--- src/rwvh_pkg.sv ---
// ----------------------------------------------------------------------------
// rwvh_pkg
// Shared types, codes and sizes for the lattice walk visit histogram core.
// ----------------------------------------------------------------------------
package rwvh_pkg;

    // Field and register widths
    localparam int DIM_W      = 10;
    localparam int POS_W      = 9;
    localparam int LEVEL_W    = 8;
    localparam int PEAK_OUT_W = 16;
    localparam int KIND_W     = 2;
    localparam int DIR_W      = 2;
    localparam int IN_DATA_W  = 24;
    localparam int OUT_DATA_W = 48;
    localparam int CFG_IDX_W  = 2;

    // Restart generation tag kept beside every cell count
    localparam int EPOCH_BITS = 8;

    // Parameter defaults
    localparam int MAX_COLS_DEF   = 512;
    localparam int MAX_ROWS_DEF   = 512;
    localparam int COUNT_BITS_DEF = 16;

    // Register reset values
    localparam logic [DIM_W-1:0] GRID_WIDTH_RST  = 10'd512;
    localparam logic [DIM_W-1:0] GRID_HEIGHT_RST = 10'd512;

    // Item kinds
    localparam logic [KIND_W-1:0] KIND_STEP    = 2'd0;
    localparam logic [KIND_W-1:0] KIND_READ    = 2'd1;
    localparam logic [KIND_W-1:0] KIND_RESTART = 2'd2;

    // Step directions
    localparam logic [DIR_W-1:0] DIR_RIGHT = 2'd0;
    localparam logic [DIR_W-1:0] DIR_LEFT  = 2'd1;
    localparam logic [DIR_W-1:0] DIR_UP    = 2'd2;
    localparam logic [DIR_W-1:0] DIR_DOWN  = 2'd3;

    // Configuration register indexes
    localparam logic [CFG_IDX_W-1:0] CFG_GRID_WIDTH  = 2'd0;
    localparam logic [CFG_IDX_W-1:0] CFG_GRID_HEIGHT = 2'd1;
    localparam logic [CFG_IDX_W-1:0] CFG_EDGE_MODE   = 2'd2;

    // Edge modes
    localparam logic EDGE_WRAP  = 1'b0;
    localparam logic EDGE_CLAMP = 1'b1;

endpackage

--- src/rwvh_divider.sv ---
// ----------------------------------------------------------------------------
// rwvh_divider
// Restoring divider, one quotient bit per cycle, for count * 255 / peak
// where the count never exceeds the peak, so the quotient fits LEVEL_W bits.
// ----------------------------------------------------------------------------
module rwvh_divider #(
    parameter int COUNT_BITS = rwvh_pkg::COUNT_BITS_DEF
) (
    input  logic                                  clk,
    input  logic                                  rst_n,
    input  logic                                  start,
    input  logic [COUNT_BITS+rwvh_pkg::LEVEL_W-1:0] numerator,
    input  logic [COUNT_BITS-1:0]                 divisor,
    output logic                                  done,
    output logic [rwvh_pkg::LEVEL_W-1:0]          quotient
);

    localparam int LW    = rwvh_pkg::LEVEL_W;
    localparam int CNT_W = $clog2(LW);

    logic                  busy_reg;
    logic                  busy_next;
    logic                  done_reg;
    logic                  done_next;
    logic [CNT_W-1:0]      cnt_reg;
    logic [CNT_W-1:0]      cnt_next;
    logic [COUNT_BITS-1:0] rem_reg;
    logic [COUNT_BITS-1:0] rem_next;
    logic [LW-1:0]         num_lo_reg;
    logic [LW-1:0]         num_lo_next;
    logic [LW-1:0]         q_reg;
    logic [LW-1:0]         q_next;
    logic [COUNT_BITS-1:0] div_reg;
    logic [COUNT_BITS-1:0] div_next;
    logic [COUNT_BITS:0]   trial;
    logic                  fits;

    always_comb
    begin
        busy_next   = busy_reg;
        done_next   = 1'b0;
        cnt_next    = cnt_reg;
        rem_next    = rem_reg;
        num_lo_next = num_lo_reg;
        q_next      = q_reg;
        div_next    = div_reg;
        trial       = {rem_reg, num_lo_reg[LW-1]};
        fits        = (trial >= {1'b0, div_reg});
        if (start)
        begin
            busy_next   = 1'b1;
            cnt_next    = '0;
            rem_next    = numerator[COUNT_BITS+LW-1:LW];
            num_lo_next = numerator[LW-1:0];
            div_next    = divisor;
            q_next      = '0;
        end
        else if (busy_reg)
        begin
            rem_next    = fits ? COUNT_BITS'(trial - {1'b0, div_reg})
                               : trial[COUNT_BITS-1:0];
            q_next      = {q_reg[LW-2:0], fits};
            num_lo_next = {num_lo_reg[LW-2:0], 1'b0};
            cnt_next    = cnt_reg + CNT_W'(1);
            if (cnt_reg == CNT_W'(LW - 1))
            begin
                busy_next = 1'b0;
                done_next = 1'b1;
            end
        end
    end

    always_ff @(posedge clk or negedge rst_n)
    begin
        if (!rst_n)
        begin
            busy_reg <= 1'b0;
            done_reg <= 1'b0;
            cnt_reg  <= '0;
        end
        else
        begin
            busy_reg <= busy_next;
            done_reg <= done_next;
            cnt_reg  <= cnt_next;
        end
    end

    always_ff @(posedge clk)
    begin
        rem_reg    <= rem_next;
        num_lo_reg <= num_lo_next;
        q_reg      <= q_next;
        div_reg    <= div_next;
    end

    assign done     = done_reg;
    assign quotient = q_reg;

endmodule
--- config.mk ---
export PLATFORM = sky130hd
export DESIGN_NAME = rwvh_divider
export DESIGN_NICKNAME = d
export VERILOG_FILES = /design/src/rwvh_pkg.sv /design/src/rwvh_divider.sv
export SDC_FILE = /design/constraint.sdc
export NUM_CORES = 1
export LEC_CHECK = 0
export ABC_CLOCK_PERIOD_IN_PS = 3300
export BUFFER_PORTS_ARGS = -buffer_cell sky130_fd_sc_hd__buf_4
export CORE_ASPECT_RATIO = 2
export CORE_MARGIN = 2
export CORE_UTILIZATION = 40
export CTS_CLUSTER_DIAMETER = 50
export DETAILED_ROUTE_END_ITERATION = 10
export PLACE_DENSITY = 0.7
export REMOVE_ABC_BUFFERS = 1
export SLEW_MARGIN = 10
export SYNTH_ARGS = -nofsm -noshare
export SYNTH_HDL_FRONTEND = slang
export SYNTH_SLANG_ARGS = --single-unit
--- constraint.sdc ---
create_clock -name clk -period 3.3 [get_ports clk]
set_input_delay 0.495 -clock clk [delete_from_list [all_inputs] [get_ports clk]]
set_output_delay 0.495 -clock clk [all_outputs]
set_load 0.005 [all_outputs]
==> results of run 1 <==
-- power breakdown --
group          leakage [nW]  internal, mW  switching [mW]
Sequential            0.544         0.893          0.0756
Clock                0.0744         0.303           0.231
Combinational          1.03         0.628           0.834
Total                  1.65          1.82            1.14
-- final timing paths --
check	from	endpoint	slack, ns	depth (start not counted)
worst min-delay path	divisor[9]	div_reg[9]	0.37	1
worst max register to register	num_lo_reg[7]	rem_reg[14]	0.47	10
worst min register to register	quotient[7]	quotient[7]	0.52	2
worst max-delay path	num_lo_reg[7]	rem_reg[14]	0.47	10
max in group asynchronous	rst_n	cnt_reg[2]	2.66	2
min in group asynchronous	rst_n	cnt_reg[1]	0.53	2
-- critical path: stages, from the launching register on --
cell and delay, ns:
sky130_fd_sc_hd__edfxtp_1 0.36, sky130_fd_sc_hd__inv_1 0.08, sky130_fd_sc_hd__ha_1 0.16, sky130_fd_sc_hd__inv_1 0.05, sky130_fd_sc_hd__fa_1 0.39, sky130_fd_sc_hd__a21o_1 0.22, sky130_fd_sc_hd__a221oi_2 0.44, sky130_fd_sc_hd__o22ai_1 0.18
sky130_fd_sc_hd__mux2i_1 0.16, sky130_fd_sc_hd__a2111oi_0 0.41, sky130_fd_sc_hd__o21ai_1 0.13
-- what timing repair did --
action	4_1_cts	5_1_grt
hold buffers	1	0
setup endpoints to repair	0	0
endpoints found under the hold margin	5	0
-- kinds of logic after synthesis --
kind of cell	after synthesis
buf+inv	34
flops	53
fa+ha+maj	19
mux	17
simple gates	70
compound gates	74
xor+xnor	13
-- layout make-up --
cell class	count	area share (%)
Multi-Input combinational cell	193	41.7
Inverter	21	2.03
Clock inverter	1	0.161
Tap cell	96	3.09
Timing Repair Buffer	57	11.1
Clock buffer	7	3.67
Sequential cell	53	38.3
-- metal layers --
metal  track usage [%]  vias up  routed length, um
li1                  -     1157                  -
met1              17.3     1139               2520
met2              31.0       37               4020
met3              2.74       14                158
met4              8.16        0                182
met5                 0        -                  0
-- cell usage in the layout, fill, tap and decap left out, drive strengths merged, types with 3 or more instances in the layout --
cell / Yosys / routed
o21a: 4 / 4
o31ai: 5 / 5
edfxtp: 40 / 40
mux2: 7 / 7
o21ai: 7 / 7
clkbuf: 9 / 7
o31a: 3 / 3
a211oi: 4 / 4
nand2b: 5 / 5
nor2b: 6 / 6
xnor2: 5 / 5
a21oi: 14 / 14
o211ai: 3 / 3
buf: 4 / 56
nand4b: 7 / 7
xor2: 8 / 8
dfxtp: 8 / 8
inv: 21 / 22
nand4: 3 / 3
dfrtp: 5 / 5
mux2i: 10 / 10
a21o: 8 / 8
o311ai: 8 / 8
nand2: 14 / 14
a32oi: 5 / 5
nor2: 18 / 18
nor3: 4 / 4
ha: 18 / 18
==> impl_results.md, run 1 <==
* Latest clock arrival within the worst-skew pair at about 0.30 ns
* H-tree levels at 2
* Worst-case hold slack at between 0.3 and 0.4 ns
* TritonCTS clock tree: done
* Post-Route Utilization at roughly 49%
* Main combinational cell family by area after synthesis: compound AO/OA/AOI/OAI gates
* Tmin final at between 2 and 3 ns
* Maximum buffer depth of the clock tree at 2
* Top area cells in the synthesized netlist: sky130_fd_sc_hd__edfxtp_1, sky130_fd_sc_hd__ha_1, sky130_fd_sc_hd__dfxtp_1
* Most frequently used flop master after synthesis: sky130_fd_sc_hd__edfxtp_1
* CP endpoint kind: register
* Root buf cell: sky130_fd_sc_hd__clkbuf_16
* Number of CTS-inserted buffers at 5
* Storage cell area at ~0.0015 mm2
* Number of design-rule violations left by the first detailed-router iteration at 81
* Filler cell count in the final layout at 701
* Leakage component of the power at between 1.5 and 2 nW
* Fraction of layout cells with a size suffix above 1 at approximately 29%
* Number of instances in the placed design at around 420
* Setup repair after global routing missed its margin: false
* Crit Path Max Fanout at 5
* Worst relative slew slack at between 50% and 60%
* Routed wire length at around 6.9 mm
* Vias in the first global route at 2516
* Buffers inserted during post-CTS setup optimization at 0
* Maximum operating frequency at 353 MHz
* Total via count in the routed design at roughly 2300
* Clk sink count at 53
* Final setup violation count at 0
* Result of the run: finished clean
* Asr flop ratio synth at under 10%
* Overall global routing resource usage at 16.9%
* # rows at between 40 and 50
* Placeable Area at about 0.0079 mm2
* Final total negative setup slack at 0 ns
* Post-DRT Antenna Nets at 0
* PnR worst setup slack at around 0.47 ns
* Biggest area consumer among synthesized cells: sky130_fd_sc_hd__edfxtp_1
* Netlist area before placement at 0.00325 mm2
* Post-DP HPWL at roughly 5.2 mm
* I/O pins at 52
* Number of maximum-capacitance violations at 0
* Portion of the post-synthesis area used by sequential elements at 45.8%
* First-pass iteration count of the detailed router at 6
* Final RePlAce weighted congestion at 0.882
* Initial standard-cell utilization of the core at between 40% and 50%
* Post-Syn Area per Cell at between 10 and 15 um2
* Die width at about 68 um
* Type of the worst min-delay path: in2reg
* Mux contribution to synthesized area at under 10%
* Number of diodes at 0
* Slew @ Worst Pin at approximately 0.62 ns
* Area growth, synth to finish at 19.7%
* Residual DRC count at 0
* Total Power at approximately 3 mW
* Largest clock skew in the final design at approximately 0.0087 ns
* Power density over the cells at between 700 and 800 mW/mm2
* Worst endpoint data arrival time at ~2.9 ns
* Worst IR Drop VDD at about 0.42 mV
* CTS clock-pin slew for the worst setup and hold paths at 0.07 ns
* Wire length of the first global-routing pass at about 11 mm
* Hold Violations, Final at 0
* Xor/xnor cell area share of the yosys netlist at under 10%
* Portion of synthesized cell area occupied by the leading cell type at approximately 37%
* Gates resized, CTS repair at 0
* Instance count of the mapped netlist at 280
* Die Span Y at approximately 130 um
* Post-route clock period utilization at a little under nine tenths
* Number of flops mapped to enable cells by yosys at 40
* Detail-routed via count per cell at 5.48
* Commonest cells post-synth: sky130_fd_sc_hd__edfxtp_1, sky130_fd_sc_hd__inv_1, sky130_fd_sc_hd__ha_1
* Simple logic cell fraction of the synthesized area at 12.9%
* Final Non-Filler Cells at roughly 430
* Count of yosys warnings during synthesis at 0
* Area of the die at about 0.009 mm2
* Area fraction in compound gates after synthesis at 20.4%
* Setup crit start kind: register
* Final slew viol count at 0
* Combined area of the multi-input logic cells at approximately 0.0016 mm2
* CP required at roughly 3.3 ns
* FF+latch count, synth at 53
* Post-route cell area at 0.00388 mm2
* Post-DP Area at roughly 0.0037 mm2
* Most repeated cell in the gate-level netlist after synthesis: sky130_fd_sc_hd__edfxtp_1
* Total gr overflow at 0
* Antenna violations before repair at 0
* Adder and majority gate portion of the synthesized area at between 7 and 8%
* Post-detailed-route wirelength per cell at about 16 um
* Number of buffer cells added on primary ports at a little over 50
* Count of different cell masters after synthesis at 65
* Placement Setup Slack at about 0.48 ns
* Largest net degree at the start of global routing at 54
* Nets at 393
* Start-to-end type of the worst setup path: reg2reg
Power figures use the tool's default switching activity.
==> run 2: changes to the inputs <==
--- a/config.mk
+++ b/config.mk
@@ -10,6 +10,7 @@
 export CORE_ASPECT_RATIO = 2
 export CORE_MARGIN = 2
 export CORE_UTILIZATION = 40
+export CTS_BUF_LIST = sky130_fd_sc_hd__clkbuf_8 sky130_fd_sc_hd__clkbuf_16
 export CTS_CLUSTER_DIAMETER = 50
 export DETAILED_ROUTE_END_ITERATION = 10
 export PLACE_DENSITY = 0.7
==> impl_results.md, run 2 (synthesis results as in run 1) <==
* Switching Share at 38.5% (+0.046 points)
* Final slew viol count at 0 (unchanged)
* Number of maximum-capacitance violations at 0 (unchanged)
* Cell-internal power at 1.82 mW (-0.17%)
* Die Span Y at 131 um (unchanged)
* Maximum buffer depth of the clock tree at 2 (unchanged)
* Category of cells accounting for the largest share of critical-path delay: compound AO/OA/AOI/OAI gates
* Post-DP HPWL at 5.21 mm (unchanged)
* Filler cell count in the final layout at 701 (unchanged)
* Final setup violation count at 0 (unchanged)
* Worst path slowest cell: sky130_fd_sc_hd__a221oi_2
* Largest net degree at the start of global routing at 54 (unchanged)
* PnR worst setup slack at 0.465 ns (-0.000293 ns)
* H-tree levels at 2 (unchanged)
* CP endpoint kind: register
* CP required at 3.34 ns (about the same)
* Power density over the cells at 762 mW/mm2 (about the same)
* Storage cell area at 0.00149 mm2 (unchanged)
* Initial standard-cell utilization of the core at 41.2% (unchanged)
* CTS clock-pin slew for the worst setup and hold paths at 0.07 ns (about the same)
* Routed wire length at 6.88 mm (unchanged)
* Final total negative setup slack at 0 ns (unchanged)
* Placement Setup Slack at 0.478 ns (unchanged)
* Tmin final at 2.84 ns (+0.000293 ns)
* Worst IR Drop VDD at 0.420 mV (unchanged)
* Placeable Area at 0.00789 mm2 (unchanged)
* Setup crit start kind: register
* Share of total power in the clock network at 17.9% (about the same)
* Latest clock arrival within the worst-skew pair at 0.30 ns (about the same)
* Root buf cell: sky130_fd_sc_hd__clkbuf_16
* Final RePlAce weighted congestion at 0.882 (unchanged)
* Most common cell after layout, fill and taps aside: sky130_fd_sc_hd__buf_4
* I/O pins at 52 (unchanged)
* Cell breakdown of the critical path: inv_1, ha_1, inv_1, fa_1, a21o_1, a221oi_2, o22ai_1, mux2i_1, a2111oi_0, o21ai_1
* Crit Path Max Fanout at 5 (unchanged)
* Clk sink count at 53 (unchanged)
* Hold Violations, Final at 0 (unchanged)
* Result of the run: finished clean
* Leakage component of the power at 1.65 nW (+0.25%)
* Post-route clock period utilization at 85.9% (about the same)
* Post-DRT Antenna Nets at 0 (unchanged)
* Worst path buffer plus inverter count at 2 (unchanged)
* Number of diodes at 0 (unchanged)
* Wire length of the first global-routing pass at 11.4 mm (unchanged)
* Fraction of layout cells with a size suffix above 1 at 28.6% (unchanged)
* First-pass iteration count of the detailed router at 6 (unchanged)
* Total gr overflow at 0 (unchanged)
* Post-Route Utilization at 49.3% (unchanged)
* Highest cell delay on the worst timing path at 0.44 ns (about the same)
* Residual DRC count at 0 (unchanged)
* # rows at 46 (unchanged)
* Start-to-end type of the worst setup path: reg2reg
* Switching power at 1.14 mW (about the same)
* TritonCTS clock tree: done
* Slew @ Worst Pin at 0.619 ns (unchanged)
* Worst endpoint data arrival time at 2.87 ns (about the same)
* Number of CTS-inserted buffers at 5 (unchanged)
* Worst relative slew slack at 58.7% (unchanged)
* Vias in the first global route at 2516 (unchanged)
* Post-detailed-route wirelength per cell at 16.1 um (unchanged)
* Setup repair after global routing missed its margin: false
* Maximum operating frequency at 353 MHz (about the same)
* CP most frequent cell: sky130_fd_sc_hd__inv_1
* Area growth, synth to finish at 19.7% (unchanged)
* Commonest cells after routing, fill and taps aside: sky130_fd_sc_hd__buf_4, sky130_fd_sc_hd__edfxtp_1, sky130_fd_sc_hd__inv_1, sky130_fd_sc_hd__ha_1, sky130_fd_sc_hd__nor2_1
* Portion of total power attributed to sequential cells at 32.7% (about the same)
* Gates resized, CTS repair at 0 (unchanged)
* Combined area of the multi-input logic cells at 0.00162 mm2 (unchanged)
* Largest clock skew in the final design at 0.00873 ns (unchanged)
* Type of the worst min-delay path: in2reg
* Area of the die at 0.00889 mm2 (unchanged)
* Nets at 393 (unchanged)
* Overall global routing resource usage at 16.9% (unchanged)
* Detail-routed via count per cell at 5.48 (unchanged)
* Total via count in the routed design at 2347 (unchanged)
* Number of buffer cells added on primary ports at 51 (unchanged)
* Comb pwr share at 49.4% (about the same)
* Antenna violations before repair at 0 (unchanged)
* Worst-case hold slack at 0.367 ns (unchanged)
* Number of design-rule violations left by the first detailed-router iteration at 81 (unchanged)
* Die width at 67.7 um (unchanged)
-- run 2: cell type report --
class / count / share of cell area [%]
well taps: 96 / 3.09
clock inverters: 2 / 0.258
inverters: 21 / 2.03
clock buffers: 6 / 3.57
multi-input cells: 193 / 41.7
flip-flops and latches: 53 / 38.3
repair buffers: 57 / 11.1
-- run 2: what timing repair did --
item | in CTS | in global routing
endpoints found under the hold margin | 5 | 0
buffers inserted | 0 | 0
hold buffers | 1 | 0
-- run 2: worst reg2reg max path, cell delays in order (launching register included) --
cell	delay, ns
sky130_fd_sc_hd__edfxtp_1	0.36
sky130_fd_sc_hd__inv_1	0.08
sky130_fd_sc_hd__ha_1	0.16
sky130_fd_sc_hd__inv_1	0.05
sky130_fd_sc_hd__fa_1	0.39
sky130_fd_sc_hd__a21o_1	0.22
sky130_fd_sc_hd__a221oi_2	0.44
sky130_fd_sc_hd__o22ai_1	0.18
sky130_fd_sc_hd__mux2i_1	0.16
sky130_fd_sc_hd__a2111oi_0	0.41
sky130_fd_sc_hd__o21ai_1	0.13
-- run 2: worst paths after layout --
kind / startpoint / end / slack, ns / cells after the start
setup / recovery: num_lo_reg[7] / rem_reg[14] / 0.46 / 10
hold / removal: divisor[9] / div_reg[9] / 0.37 / 1
setup reg to reg: num_lo_reg[7] / rem_reg[14] / 0.46 / 10
hold reg to reg: quotient[7] / quotient[7] / 0.52 / 2
max in group asynchronous: rst_n / cnt_reg[2] / 2.66 / 2
min in group asynchronous: rst_n / cnt_reg[1] / 0.53 / 2
-- run 2: per-stage QoR --
stage | cell area [um2] | instances | total power [mW]
6_report | 3880 | 428 | 2.96
5_1_grt | 3880 | 428 | 3.18
2_1_floorplan | 3190 | 267 | 2.06
3_5_place_dp | 3730 | 419 | 2.45
4_1_cts | 3880 | 428 | 3.00
3_3_place_gp | 3730 | 419 | 2.42
-- run 2: routing by layer --
layer | global-route usage (%) | wire length, um | vias up
met5 | 0 | 0 | -
li1 | - | - | 1157
met3 | 2.74 | 158 | 14
met2 | 31.0 | 4020 | 37
met1 | 17.3 | 2520 | 1139
met4 | 8.16 | 182 | 0
-- run 2: power by group through the flow --
stage	Clock [mW]	Sequential (mW)	Combinational, mW
finish	0.531	0.968	1.46
global route	0.577	0.986	1.61
CTS	0.553	0.971	1.47
detailed placement	0	0.985	1.46
global placement	0	0.979	1.44
floorplan	0	0.958	1.11
==> run 3: changes to the inputs <==
--- a/config.mk
+++ b/config.mk
@@ -5,7 +5,7 @@
 export SDC_FILE = /design/constraint.sdc
 export NUM_CORES = 1
 export LEC_CHECK = 0
-export ABC_CLOCK_PERIOD_IN_PS = 3300
+export ABC_CLOCK_PERIOD_IN_PS = 2300
 export BUFFER_PORTS_ARGS = -buffer_cell sky130_fd_sc_hd__buf_4
 export CORE_ASPECT_RATIO = 2
 export CORE_MARGIN = 2
@@ -13,7 +13,7 @@
 export CTS_BUF_LIST = sky130_fd_sc_hd__clkbuf_8 sky130_fd_sc_hd__clkbuf_16
 export CTS_CLUSTER_DIAMETER = 50
 export DETAILED_ROUTE_END_ITERATION = 10
-export PLACE_DENSITY = 0.7
+export PLACE_DENSITY = 0.72
 export REMOVE_ABC_BUFFERS = 1
 export SLEW_MARGIN = 10
 export SYNTH_ARGS = -nofsm -noshare
==> constraint.sdc (replaced) <==
create_clock -name clk -period 2.3 [get_ports clk]
set_input_delay 0.345 -clock clk [delete_from_list [all_inputs] [get_ports clk]]
set_output_delay 0.345 -clock clk [all_outputs]
set_load 0.005 [all_outputs]
==> impl_results.md, run 3 (synthesis results as in run 1) <==
* Largest clock skew in the final design at 0.00943 ns (+0.000699 ns)
* Maximum operating frequency at 416 MHz (+18%)
* Crit Path Max Fanout at 3 (-2)
* Worst endpoint data arrival time at 2.44 ns (-0.43 ns)
* Largest net degree at the start of global routing at 32 (-41%)
* Share of total power in the clock network at 16.4% (-1.5 points)
* Initial standard-cell utilization of the core at 41.2% (unchanged)
* Most common cell after layout, fill and taps aside: sky130_fd_sc_hd__buf_4
* Worst relative slew slack at 56.2% (-2.5 points)
* H-tree levels at 2 (unchanged)
* Setup crit start kind: register
* Switching power at 1.97 mW (+73%)
* Overall global routing resource usage at 18.8% (+1.9 points)
* Number of buffer cells added on primary ports at 51 (unchanged)
* Nets at 430 (+9.4%)
* First-pass iteration count of the detailed router at 4 (-2)
* Fraction of layout cells with a size suffix above 1 at 43.1% (+14 points)
* Root buf cell: sky130_fd_sc_hd__clkbuf_16
* Antenna violations before repair at 0 (unchanged)
* PnR worst setup slack at -0.103 ns (-0.567 ns)
* Total via count in the routed design at 2520 (+7.4%)
* CP required at 2.33 ns (-1.01 ns)
* Area of the die at 0.00889 mm2 (unchanged)
* Wire length of the first global-routing pass at 12.6 mm (+11%)
* Portion of total power attributed to sequential cells at 27.4% (-5.3 points)
* Start-to-end type of the worst setup path: reg2reg
* Maximum buffer depth of the clock tree at 2 (unchanged)
* I/O pins at 52 (unchanged)
* Leakage component of the power at 1.86 nW (+12%)
* Number of design-rule violations left by the first detailed-router iteration at 116 (+43%)
* Die width at 67.7 um (unchanged)
* CP most frequent cell: sky130_fd_sc_hd__inv_2
* Cell breakdown of the critical path: inv_2, ha_4, inv_2, fa_2, a21o_1, a221oi_2, buf_4, o21bai_1, a21oi_1, xor2_1, o311ai_2
* Area growth, synth to finish at 36.1%
* Final Non-Filler Cells at 465 (+8.6%)
* Result of the run: finished with violations
* Type of the worst min-delay path: in2reg
* Setup repair after global routing missed its margin: true
* Final setup violation count at 9 (+9)
* CP endpoint kind: register
* Tmin final at 2.40 ns (-0.433 ns)
* Clk sink count at 53 (unchanged)
* Violations in the final reports: negative setup slack
* Slew @ Worst Pin at 0.657 ns (+0.0375 ns)
* Comb pwr share at 56.2% (+6.8 points)
* Latest clock arrival within the worst-skew pair at 0.30 ns (about the same)
* Cell-internal power at 3.26 mW (+79%)
* Worst IR Drop VDD at 0.776 mV (+85%)
* Post-DP HPWL at 5.60 mm (+7.4%)
* Total gr overflow at 0 (unchanged)
* CTS clock-pin slew for the worst setup and hold paths at 0.07 ns (about the same)
* Number of diodes at 0 (unchanged)
* Commonest cells after routing, fill and taps aside: sky130_fd_sc_hd__buf_4, sky130_fd_sc_hd__edfxtp_1, sky130_fd_sc_hd__inv_1, sky130_fd_sc_hd__nor2_1, sky130_fd_sc_hd__nand2_1
* Routed wire length at 7.98 mm (+16%)
* Power density over the cells at 1180 mW/mm2 (+55%)
* Residual DRC count at 0 (unchanged)
* Switching Share at 37.7% (-0.86 points)
* Highest cell delay on the worst timing path at 0.38 ns (-0.06 ns)
* Post-DRT Antenna Nets at 0 (unchanged)
* TritonCTS clock tree: done
* Number of CTS-inserted buffers at 5 (unchanged)
* Worst path slowest cell: sky130_fd_sc_hd__edfxtp_1
* Hold Violations, Final at 0 (unchanged)
* Final slew viol count at 0 (unchanged)
* Die Span Y at 131 um (unchanged)
* Placeable Area at 0.00789 mm2 (unchanged)
* Total Power at 5.23 mW (+77%)
* Vias in the first global route at 2710 (+7.7%)
* Post-detailed-route wirelength per cell at 17.2 um (+6.8%)
* Detail-routed via count per cell at 5.42 (-1.2%)
* Number of maximum-capacitance violations at 0 (unchanged)
* Final RePlAce weighted congestion at 0.876 (-0.61%)
* Filler cell count in the final layout at 660 (-5.8%)
* # rows at 46 (unchanged)
* Number of instances in the placed design at 448 (+6.9%)
* Post-route clock period utilization at 104% (+19 points)
-- run 3: metal layers --
layer	GRT usage, %	up-vias	wire (um)	part of all wire [%]
li1	-	1233	-	-
met4	8.96	0	243	3.0
met2	34.5	57	4660	58
met3	2.74	15	259	3.2
met5	0	-	0	0
met1	19.6	1215	2810	35
-- run 3: path summary, 6_finish.rpt --
path	from	end	slack, ns	depth (start not counted)
max	num_lo_reg[7]	rem_reg[8]	-0.10	11
min	divisor[14]	div_reg[14]	0.21	1
max reg2reg	num_lo_reg[7]	rem_reg[8]	-0.10	11
min reg2reg	quotient[1]	quotient[1]	0.53	2
max in group asynchronous	rst_n	busy_reg	1.81	2
min in group asynchronous	rst_n	cnt_reg[2]	0.38	2
-- run 3: cell type report --
| type | count | area [um2] | area share (%) |
|---|---|---|---|
| clock buffers | 7 | 164 | 3.71 |
| flip-flops and latches | 53 | 1490 | 33.6 |
| well taps | 96 | 120 | 2.72 |
| repair buffers | 94 | 739 | 16.7 |
| inverters | 21 | 78.8 | 1.78 |
| multi-input cells | 193 | 1820 | 41.3 |
| clock inverters | 1 | 6.26 | 0.142 |
-- run 3: power by group through the flow --
stage	Combinational [mW]	Sequential, mW	Clock (mW)
floorplan	1.59	1.37	0
global placement	2.39	1.41	0
detailed placement	2.43	1.42	0
CTS	2.69	1.42	0.873
global route	3.17	1.45	0.914
finish	2.94	1.43	0.858
-- run 3: repair_timing --
| item | in CTS | in global routing |
|---|---|---|
| endpoints found under the setup margin | 16 | 16 |
| hold buffers | 1 | 0 |
| pin swaps | 14 | 12 |
| endpoints found under the hold margin | 5 | 0 |
| resized for setup | 29 | 14 |
| buffers inserted | 5 | 3 |
-- run 3: critical path: cells and delay by family (launching register included) --
family / cells / cell delay [ns]
DFF: 1 / 0.38
AOI/OAI and AO/OA: 5 / 0.77
adders and majority gates: 2 / 0.49
xor gates and xnor gates: 1 / 0.19
buffers and inverters: 3 / 0.31
-- run 3: through the flow --
stage	cell area, um2	utilization [%]	hold slack [ns]	setup WS (ns)	setup TNS (ns)
final	4420	56.0	0.214	-0.103	-0.284
after floorplan	3190	-	0.0494	-0.238	-2.51
after global routing	4420	56.0	0.206	-0.219	-1.58
after detailed placement	3960	50.2	0.153	-0.266	-2.32
after CTS	4320	54.7	0.217	-0.0920	-0.143
after global placement	3960	50.2	0.149	-0.212	-1.37
